===== src/hdl/rmsn_pkg.sv =====
// shared widths and helpers for the rms vector normalizer
`timescale 1ns / 1ps
`default_nettype none
package rmsn_pkg;
    localparam int SampleWidth = 16;
    localparam int EpsWidth    = 24;
    localparam int InvWidth    = 32;
    localparam int SumWidth    = 44;
    localparam int RootWidth   = 22;
    localparam logic CMD_LOAD  = 1'b0;
    localparam logic CMD_READ  = 1'b1;
endpackage
`default_nettype wire


===== src/hdl/rmsn_serial_math.sv =====
// bit-serial divide and square root that produce the inverse rms
`timescale 1ns / 1ps
`default_nettype none
module rmsn_serial_math #(
    parameter int CountWidth = 9
) (
    input  wire logic                           clk,
    input  wire logic                           rst_n,
    input  wire logic                           start,
    input  wire logic [rmsn_pkg::SumWidth-1:0]  sum,
    input  wire logic [CountWidth-1:0]          count,
    input  wire logic [rmsn_pkg::EpsWidth-1:0]  epsilon,
    output logic                                done,
    output logic [rmsn_pkg::InvWidth-1:0]       inverse
);
    import rmsn_pkg::*;

    typedef enum logic [2:0] {S_IDLE, S_DIV, S_ADD, S_SQRT, S_INV, S_DONE} state_t;
    localparam int CntW = 7;

    state_t                state_reg;
    logic [CntW-1:0]       step_reg;
    logic [SumWidth-1:0]   quot_reg;   // dividend shifts out as quotient shifts in
    logic [SumWidth:0]     rem_reg;
    logic [CountWidth-1:0] div_reg;
    logic [SumWidth-1:0]   mean_reg;
    logic [RootWidth-1:0]  root_reg;
    logic [SumWidth+1:0]   srem_reg;
    logic [32:0]           iq_reg;
    logic [RootWidth:0]    irem_reg;
    logic [InvWidth-1:0]   inv_reg;
    logic                  done_reg;

    logic [SumWidth:0]     rem_shift;
    logic [SumWidth:0]     rem_try;
    logic [SumWidth+1:0]   srem_shift;
    logic [SumWidth+1:0]   srem_try;
    logic [RootWidth:0]    irem_shift;
    logic [RootWidth+1:0]  irem_try;

    always_comb
    begin
        rem_shift  = {rem_reg[SumWidth-1:0], quot_reg[SumWidth-1]};
        rem_try    = rem_shift - {{(SumWidth+1-CountWidth){1'b0}}, div_reg};
        srem_shift = {srem_reg[SumWidth-1:0], mean_reg[SumWidth-1:SumWidth-2]};
        srem_try   = srem_shift - {{(SumWidth-RootWidth){1'b0}}, root_reg, 2'b01};
        irem_shift = {irem_reg[RootWidth-1:0], iq_reg[32]};
        irem_try   = {1'b0, irem_shift} - {2'b00, root_reg};
    end

    always_ff @(posedge clk or negedge rst_n)
    begin
        if (!rst_n)
        begin
            state_reg <= S_IDLE;
            step_reg  <= '0;
            done_reg  <= 1'b0;
        end
        else
        begin
            done_reg <= 1'b0;
            case (state_reg)
                S_IDLE:
                begin
                    if (start)
                    begin
                        quot_reg  <= sum;
                        rem_reg   <= '0;
                        div_reg   <= count;
                        step_reg  <= CntW'(SumWidth);
                        state_reg <= S_DIV;
                    end
                end
                S_DIV:
                begin
                    if (div_reg == '0)
                    begin
                        quot_reg  <= '0;
                        state_reg <= S_ADD;
                    end
                    else
                    begin
                        if (!rem_try[SumWidth] || rem_shift[SumWidth])
                        begin
                            rem_reg  <= rem_try;
                            quot_reg <= {quot_reg[SumWidth-2:0], 1'b1};
                        end
                        else
                        begin
                            rem_reg  <= rem_shift;
                            quot_reg <= {quot_reg[SumWidth-2:0], 1'b0};
                        end
                        step_reg <= step_reg - 1'b1;
                        if (step_reg == CntW'(1))
                            state_reg <= S_ADD;
                    end
                end
                S_ADD:
                begin
                    mean_reg  <= quot_reg + {{(SumWidth-EpsWidth){1'b0}}, epsilon};
                    root_reg  <= '0;
                    srem_reg  <= '0;
                    step_reg  <= CntW'(SumWidth/2);
                    state_reg <= S_SQRT;
                end
                S_SQRT:
                begin
                    mean_reg <= {mean_reg[SumWidth-3:0], 2'b00};
                    if (!srem_try[SumWidth+1])
                    begin
                        srem_reg <= srem_try;
                        root_reg <= {root_reg[RootWidth-2:0], 1'b1};
                    end
                    else
                    begin
                        srem_reg <= srem_shift;
                        root_reg <= {root_reg[RootWidth-2:0], 1'b0};
                    end
                    if (step_reg == CntW'(1))
                    begin
                        iq_reg    <= {1'b1, 32'd0};
                        irem_reg  <= '0;
                        step_reg  <= CntW'(33);
                        state_reg <= S_INV;
                    end
                    else
                        step_reg <= step_reg - 1'b1;
                end
                S_INV:
                begin
                    if (root_reg == '0 || root_reg == RootWidth'(1))
                    begin
                        inv_reg   <= '1;
                        state_reg <= S_DONE;
                    end
                    else
                    begin
                        if (!irem_try[RootWidth+1])
                        begin
                            irem_reg <= irem_try[RootWidth:0];
                            iq_reg   <= {iq_reg[31:0], 1'b1};
                        end
                        else
                        begin
                            irem_reg <= irem_shift;
                            iq_reg   <= {iq_reg[31:0], 1'b0};
                        end
                        step_reg <= step_reg - 1'b1;
                        if (step_reg == CntW'(1))
                        begin
                            inv_reg   <= (!irem_try[RootWidth+1]) ? {iq_reg[30:0], 1'b1}
                                                                  : {iq_reg[30:0], 1'b0};
                            state_reg <= S_DONE;
                        end
                    end
                end
                S_DONE:
                begin
                    done_reg  <= 1'b1;
                    state_reg <= S_IDLE;
                end
                default: state_reg <= S_IDLE;
            endcase
        end
    end

    assign done    = done_reg;
    assign inverse = inv_reg;
endmodule
`default_nettype wire


===== config.mk =====
export PLATFORM = sky130hd
export DESIGN_NAME = rmsn_serial_math
export DESIGN_NICKNAME = d
export VERILOG_FILES = /design/src/hdl/rmsn_pkg.sv /design/src/hdl/rmsn_serial_math.sv
export SDC_FILE = /design/constraint.sdc
export NUM_CORES = 1
export LEC_CHECK = 0
export BUFFER_PORTS_ARGS = -buffer_cell sky130_fd_sc_hd__buf_2
export CORE_MARGIN = 2
export CORE_UTILIZATION = 25
export CTS_CLUSTER_SIZE = 25
export DETAILED_ROUTE_END_ITERATION = 16
export PLACE_DENSITY = 0.46
export RECOVER_POWER = 100
export SLEW_MARGIN = 30
export SYNTH_ARGS = -nofsm -noshare
export SYNTH_HDL_FRONTEND = slang
export SYNTH_SLANG_ARGS = --single-unit
export TNS_END_PERCENT = 10

===== constraint.sdc =====
create_clock -name clk -period 12.8 [get_ports clk]
set_clock_uncertainty 0.15 [all_clocks]
set_input_delay 3.84 -clock clk [delete_from_list [all_inputs] [get_ports clk]]
set_output_delay 3.84 -clock clk [all_outputs]
set_load 0.01 [all_outputs]

Word level (Yosys, flattened, before mapping)

Index checks and enable logic that the tools add are counted.
Widths: inputs -> output; s select.

Register bits: 305
Input port bits: 80
Output and inout bits: 33
Word-level logic and storage cells: 85

$add $sub $neg: 5
Equality and inequality tests: 13
Muxes and demuxes: 36
Reduce and logical (&&, ||, !) cells: 19

Operators with widths:

| cell                | count |
|---|---|
| $pmux 44 s2         | 4 |
| $mux 44             | 6 |
| $pmux 22 s2         | 2 |
| $mux 22             | 3 |
| $mux 33             | 2 |
| $pmux 33 s2         | 1 |
| $sub 46x24->46      | 1 |
| $sub 45x9->45       | 1 |
| $add 44x24->44      | 1 |
| $pmux 7 s5          | 1 |
| $mux 32             | 1 |
| $mux 7              | 4 |
| $sub 23x22->24      | 1 |
| $eq 22x1->1 const B | 1 |
| $logic_not 22->1    | 1 |
| $mux 3              | 6 |
| $reduce_and 4->1    | 4 |
| $pmux 3 s5          | 1 |
| $logic_not 9->1     | 1 |
| $reduce_and 3->1    | 3 |
| $ne 2x2->1 const B  | 4 |
| $reduce_bool 2->1   | 4 |
| $eq 7x1->1 const B  | 1 |
| $sub 7x1->7 const B | 1 |
| 10 further kinds    | 18 |

Longest topological paths before layout

Depth in word-level cells: 6
Depth in mapped cells: 13
Depth with buffers taken out: 11

Least setup slack after synthesis

OpenSTA, ideal clock, no wires.

Kind: in2reg
From: input rst_n
To: register rem_reg[0] (enable)
Setup time: 0.513 ns
Arrival time: 8.653 ns
Required time: 12.137 ns
Path slack: 3.484 ns
Stages on the path: 4
Buffers on the path: 0
Cells stage by stage: nor2b_1 and3_1 a21o_1 a21boi_0

Longest elaborated chain between the ends: 1

Ends and longest elaborated chain:

| element                           | line                   | RTL |
|---|---|---|
| start, declared                   | rmsn_serial_math.sv:8  | `input wire logic rst_n,` |
| $reduce_and 4->1 (no source line) | n/a                    |  |
| end signal, assigned              | rmsn_serial_math.sv:85 | `rem_reg <= rem_try;` |
| end signal, assigned              | rmsn_serial_math.sv:90 | `rem_reg <= rem_shift;` |
| end, declared                     | rmsn_serial_math.sv:24 | `logic [SumWidth:0] rem_reg;` |

Every way passes these cells.
A chain may end at the register's enable or synchronous reset.

Worst setup path in the final report

From: input rst_n
To: register srem_reg[43] (enable)

Longest elaborated chain between the ends: 1

Ends and longest elaborated chain:

| element                           | line                    | RTL |
|---|---|---|
| $reduce_and 2->1 (no source line) | n/a                     |  |
| end signal, assigned              | rmsn_serial_math.sv:111 | `srem_reg <= srem_try;` |
| end signal, assigned              | rmsn_serial_math.sv:116 | `srem_reg <= srem_shift;` |
| end, declared                     | rmsn_serial_math.sv:28  | `logic [SumWidth+1:0] srem_reg;` |

Every way passes these cells.

==> summary.md <==
| Metric | Value |
|---|---|
| Status | `finished with violations` |
| Failing checks | `capacitance limit, slew limit` |
| WP buf/inv | `2` |
| Rel. slew slack | `-1.67` |
| Final worst setup slack | `4.24 ns` |
| Diodes inserted | `0` |
| Final Hold Fails | `0` |
| Initial core utilization | `0.251` |
| Layout cells sized above 1 | `0.0943` |
| Comb pwr share | `0.261` |
| Num rows | `98` |
| Mean Syn Cell Area | `10.1 sq um` |
| Post-Synthesis Cells | `1774` |
| Num CTS Buffers | `38` |
| Number of routed nets with antenna violations | `0` |
| Power Total | `3.34 mW` |
| Synth async-reset ratio | `0.0361` |
| CTS tree | `done` |
| Vias per cell | `4.77` |
| Critical path required time | `12.81 ns` |
| Post-place setup slack | `5.19 ns` |
| Post-synthesis net count | `1937` |
| Switch share | `0.327` |
| Fraction of the mapped netlist area in compound gates | `0.148` |
| # port buffers | `112` |
| Fin crit period | `8.56 ns` |
| Max_cap viols | `8` |
| Pwr dens | `163 nW/um^2` |
| Height of the die | `271 um` |
| Area grow syn2layout | `14.9%` |
| Period utilisation layout | `0.669` |
| Synth area leader | `edfxtp_1` |
| Top delay family on crit path | `simple AND/OR/NAND/NOR gates` |
| Clk pwr share | `0.316` |
| Multiplexer share of the synthesized area | `0.0109` |
| Synth warn | `0` |
| Crit path capture type | `flip-flop` |
| Iteration-0 DRC Markers | `872` |
| Area share of fa/ha/maj cells after synthesis | `0.0594` |
| Final TNS setup | `0 ns` |
| # H-tree levels | `2` |
| CTS root buf | `clkbuf_16` |
| Fmax | `0.117 GHz` |
| Final #Nets | `2034` |
| Post-Synth XOR/XNOR Area | `0.0481` |
| Core ar. | `71100 sq um` |
| WL/cell | `15.8 um` |
| Seq cells post-synth | `305` |
| Largest family of logic cells by synthesized area | `simple AND/OR/NAND/NOR gates` |
| Post-synthesis cell type count | `77` |
| Simple-Gate Fraction of Synth Area | `0.192` |
| Post-synthesis cell area | `17900 sq um` |
| DIE AREA | `73600 sq um` |
| Worst-case clock buffer depth | `3` |
| Worst slew pin tran | `4.01 ns` |
| Drt first pass iters | `5` |
| Seq/Total Area, Yosys | `0.510` |
| Routed WL | `44900 um` |
| Crit Path Max Fanout | `57` |
| Switching Power | `1.09 mW` |
| Total gr overflow | `0` |
| Gp weighted congestion | `0.809` |
| HPWL Detailed | `30200 um` |
| Startpoint types | `primary input` |
| CP arrival | `8.57 ns` |
| Io pins | `113` |
| Global-route wire length before repair | `72900 um` |
| Unrepaired setup endpoints after global routing | `false` |
| Layout fillers | `7502` |
| Clock transition at path regs | `0.05 ns` |
| Remaining DRCs | `0` |
| Delay of the slowest critical-path stage | `2.84 ns` |
| Worst path slowest cell | `and2_0` |
| CTS resizes | `0` |
| Synth top area share | `0.494` |
| Largest net degree at the start of global routing | `63` |
| Crit path kind | `primary input to flip-flop` |
| Clock sinks | `305` |
| Final Max Slew Viols | `355` |
| # hold bufs at CTS | `0` |
| GRT Resource Usage Total | `0.120` |
| Synth area leaders | `edfxtp_1 49%, ha_1 5.6%, nand2_1 4.6%, a21oi_1 3.9%, nor2_1 3.8%` |
| CP Cell Sequence | `clkbuf_1 -> nor2b_1 -> and2_0 -> buf_4` |
| Via count | `13592` |
| Clk_lat worst skew | `0.55 ns` |
| Antenna violations before repair | `0` |
| # Post-CTS Setup Buffers | `0` |
| Post-synth top flop | `edfxtp_1` |
| Hold/Removal Path Class | `flip-flop to flip-flop` |
| Most frequent cell after synthesis | `edfxtp_1` |
| Flop pwr share | `0.423` |
| Maximum VDD drop | `0.0860 mV` |
| EDFF count, synth | `294` |
| Die width | `271 um` |
| Pleak | `7.38 nW` |
| Most frequent cells after synthesis | `294 x edfxtp_1, 219 x nand2_1, 181 x nor2_1, 140 x a21oi_1, 110 x o21ai_0` |
| Vias in the first global route | `13468` |
| Internal power | `2.25 mW` |
| Final setup fails | `0` |
[layer usage]
layer	track usage	share of wire	vias up
met3	0.0190	0.034	47
li1	-	-	6758
met5	0	0	-
met2	0.205	0.48	221
met4	0.0279	0.016	0
met1	0.158	0.47	6566
[layout make-up]
class / instances / area (sq um) / share of cell area
Clock buffer: 48 / 1010 / 0.0492
Clock inverter: 19 / 188 / 0.00914
Inverter: 67 / 251 / 0.0123
Multi-Input combinational cell: 1326 / 8170 / 0.398
Sequential cell: 305 / 9100 / 0.443
Tap cell: 950 / 1190 / 0.0579
Timing Repair Buffer: 133 / 617 / 0.0300
[power groups by stage]
stage	combinational, mW	sequential [mW]	clock [mW]
2_1_floorplan	0.675	1.39	0
3_3_place_gp	0.872	1.42	0
3_5_place_dp	0.890	1.43	0
4_1_cts	0.891	1.41	1.10
5_1_grt	0.994	1.43	1.13
6_report	0.873	1.41	1.06
[kinds of logic (layout without fill, tap and decap cells)]
family | after synthesis | count (layout)
and+or+nand+nor | 697 | 697
AOI/OAI and AO/OA | 429 | 429
DFF | 305 | 305
buffers and inverters | 143 | 267
xor gates and xnor gates | 98 | 98
adders and majority gates | 83 | 83
muxes | 19 | 19
[worst reg2reg max path: stages (launching register included)]
cell and delay (ns):
dfrtp_1 0.52, nor2_1 0.77, clkbuf_1 0.69, and3_1 0.64
a21o_2 0.16, clkbuf_1 2.18, a21boi_0 0.32, buf_4 0.53
[per-stage QoR]
stage,util,cell area (sq um),std cells,hold WS (ns)
finish,0.289,20500,2848,0.374
CTS,0.291,20700,2847,0.372
floorplan,-,17900,1774,0.327
global route,0.289,20500,2848,0.401
global placement,0.274,19500,2780,0.362
detailed placement,0.274,19500,2780,0.357
[placed cells by master (no fill, tap or decap), types with 21 or more instances in the layout]
cell type,synthesis,routed
buf_2,3,67
o31ai_1,23,23
clkbuf_16,0,39
a21oi_1,140,140
or2_2,37,37
nor2_1,181,181
nand2_1,219,218
xnor2_1,59,58
ha_1,80,80
and3_1,43,43
or3_1,30,31
edfxtp_1,294,294
inv_1,67,67
o21ai_0,110,112
clkbuf_1,66,66
nor3_1,31,31
nor4_1,23,25
nand3_1,25,25
a211oi_1,21,21
xor2_1,39,38
[path summary, 6_finish.rpt]
kind / cells past startpoint / slack (ns) / endpoint / start
setup / recovery: 4 / 4.24 / srem_reg[43]$_SDFFCE_PN0P_ / rst_n
hold / removal: 2 / 0.37 / mean_reg[39]$_DFFE_PP_ / mean_reg[37]$_DFFE_PP_
setup reg to reg: 7 / 6.45 / rem_reg[28]$_SDFFCE_PN0P_ / state_reg[0]$_DFFE_PN0P_
hold reg to reg: 2 / 0.37 / mean_reg[39]$_DFFE_PP_ / mean_reg[37]$_DFFE_PP_
max in group asynchronous: 1 / 8.76 / step_reg[5]$_DFFE_PN0P_ / rst_n
min in group asynchronous: 1 / 3.22 / step_reg[6]$_DFFE_PN0P_ / rst_n
Note: power is estimated with default switching activity, not from simulation.
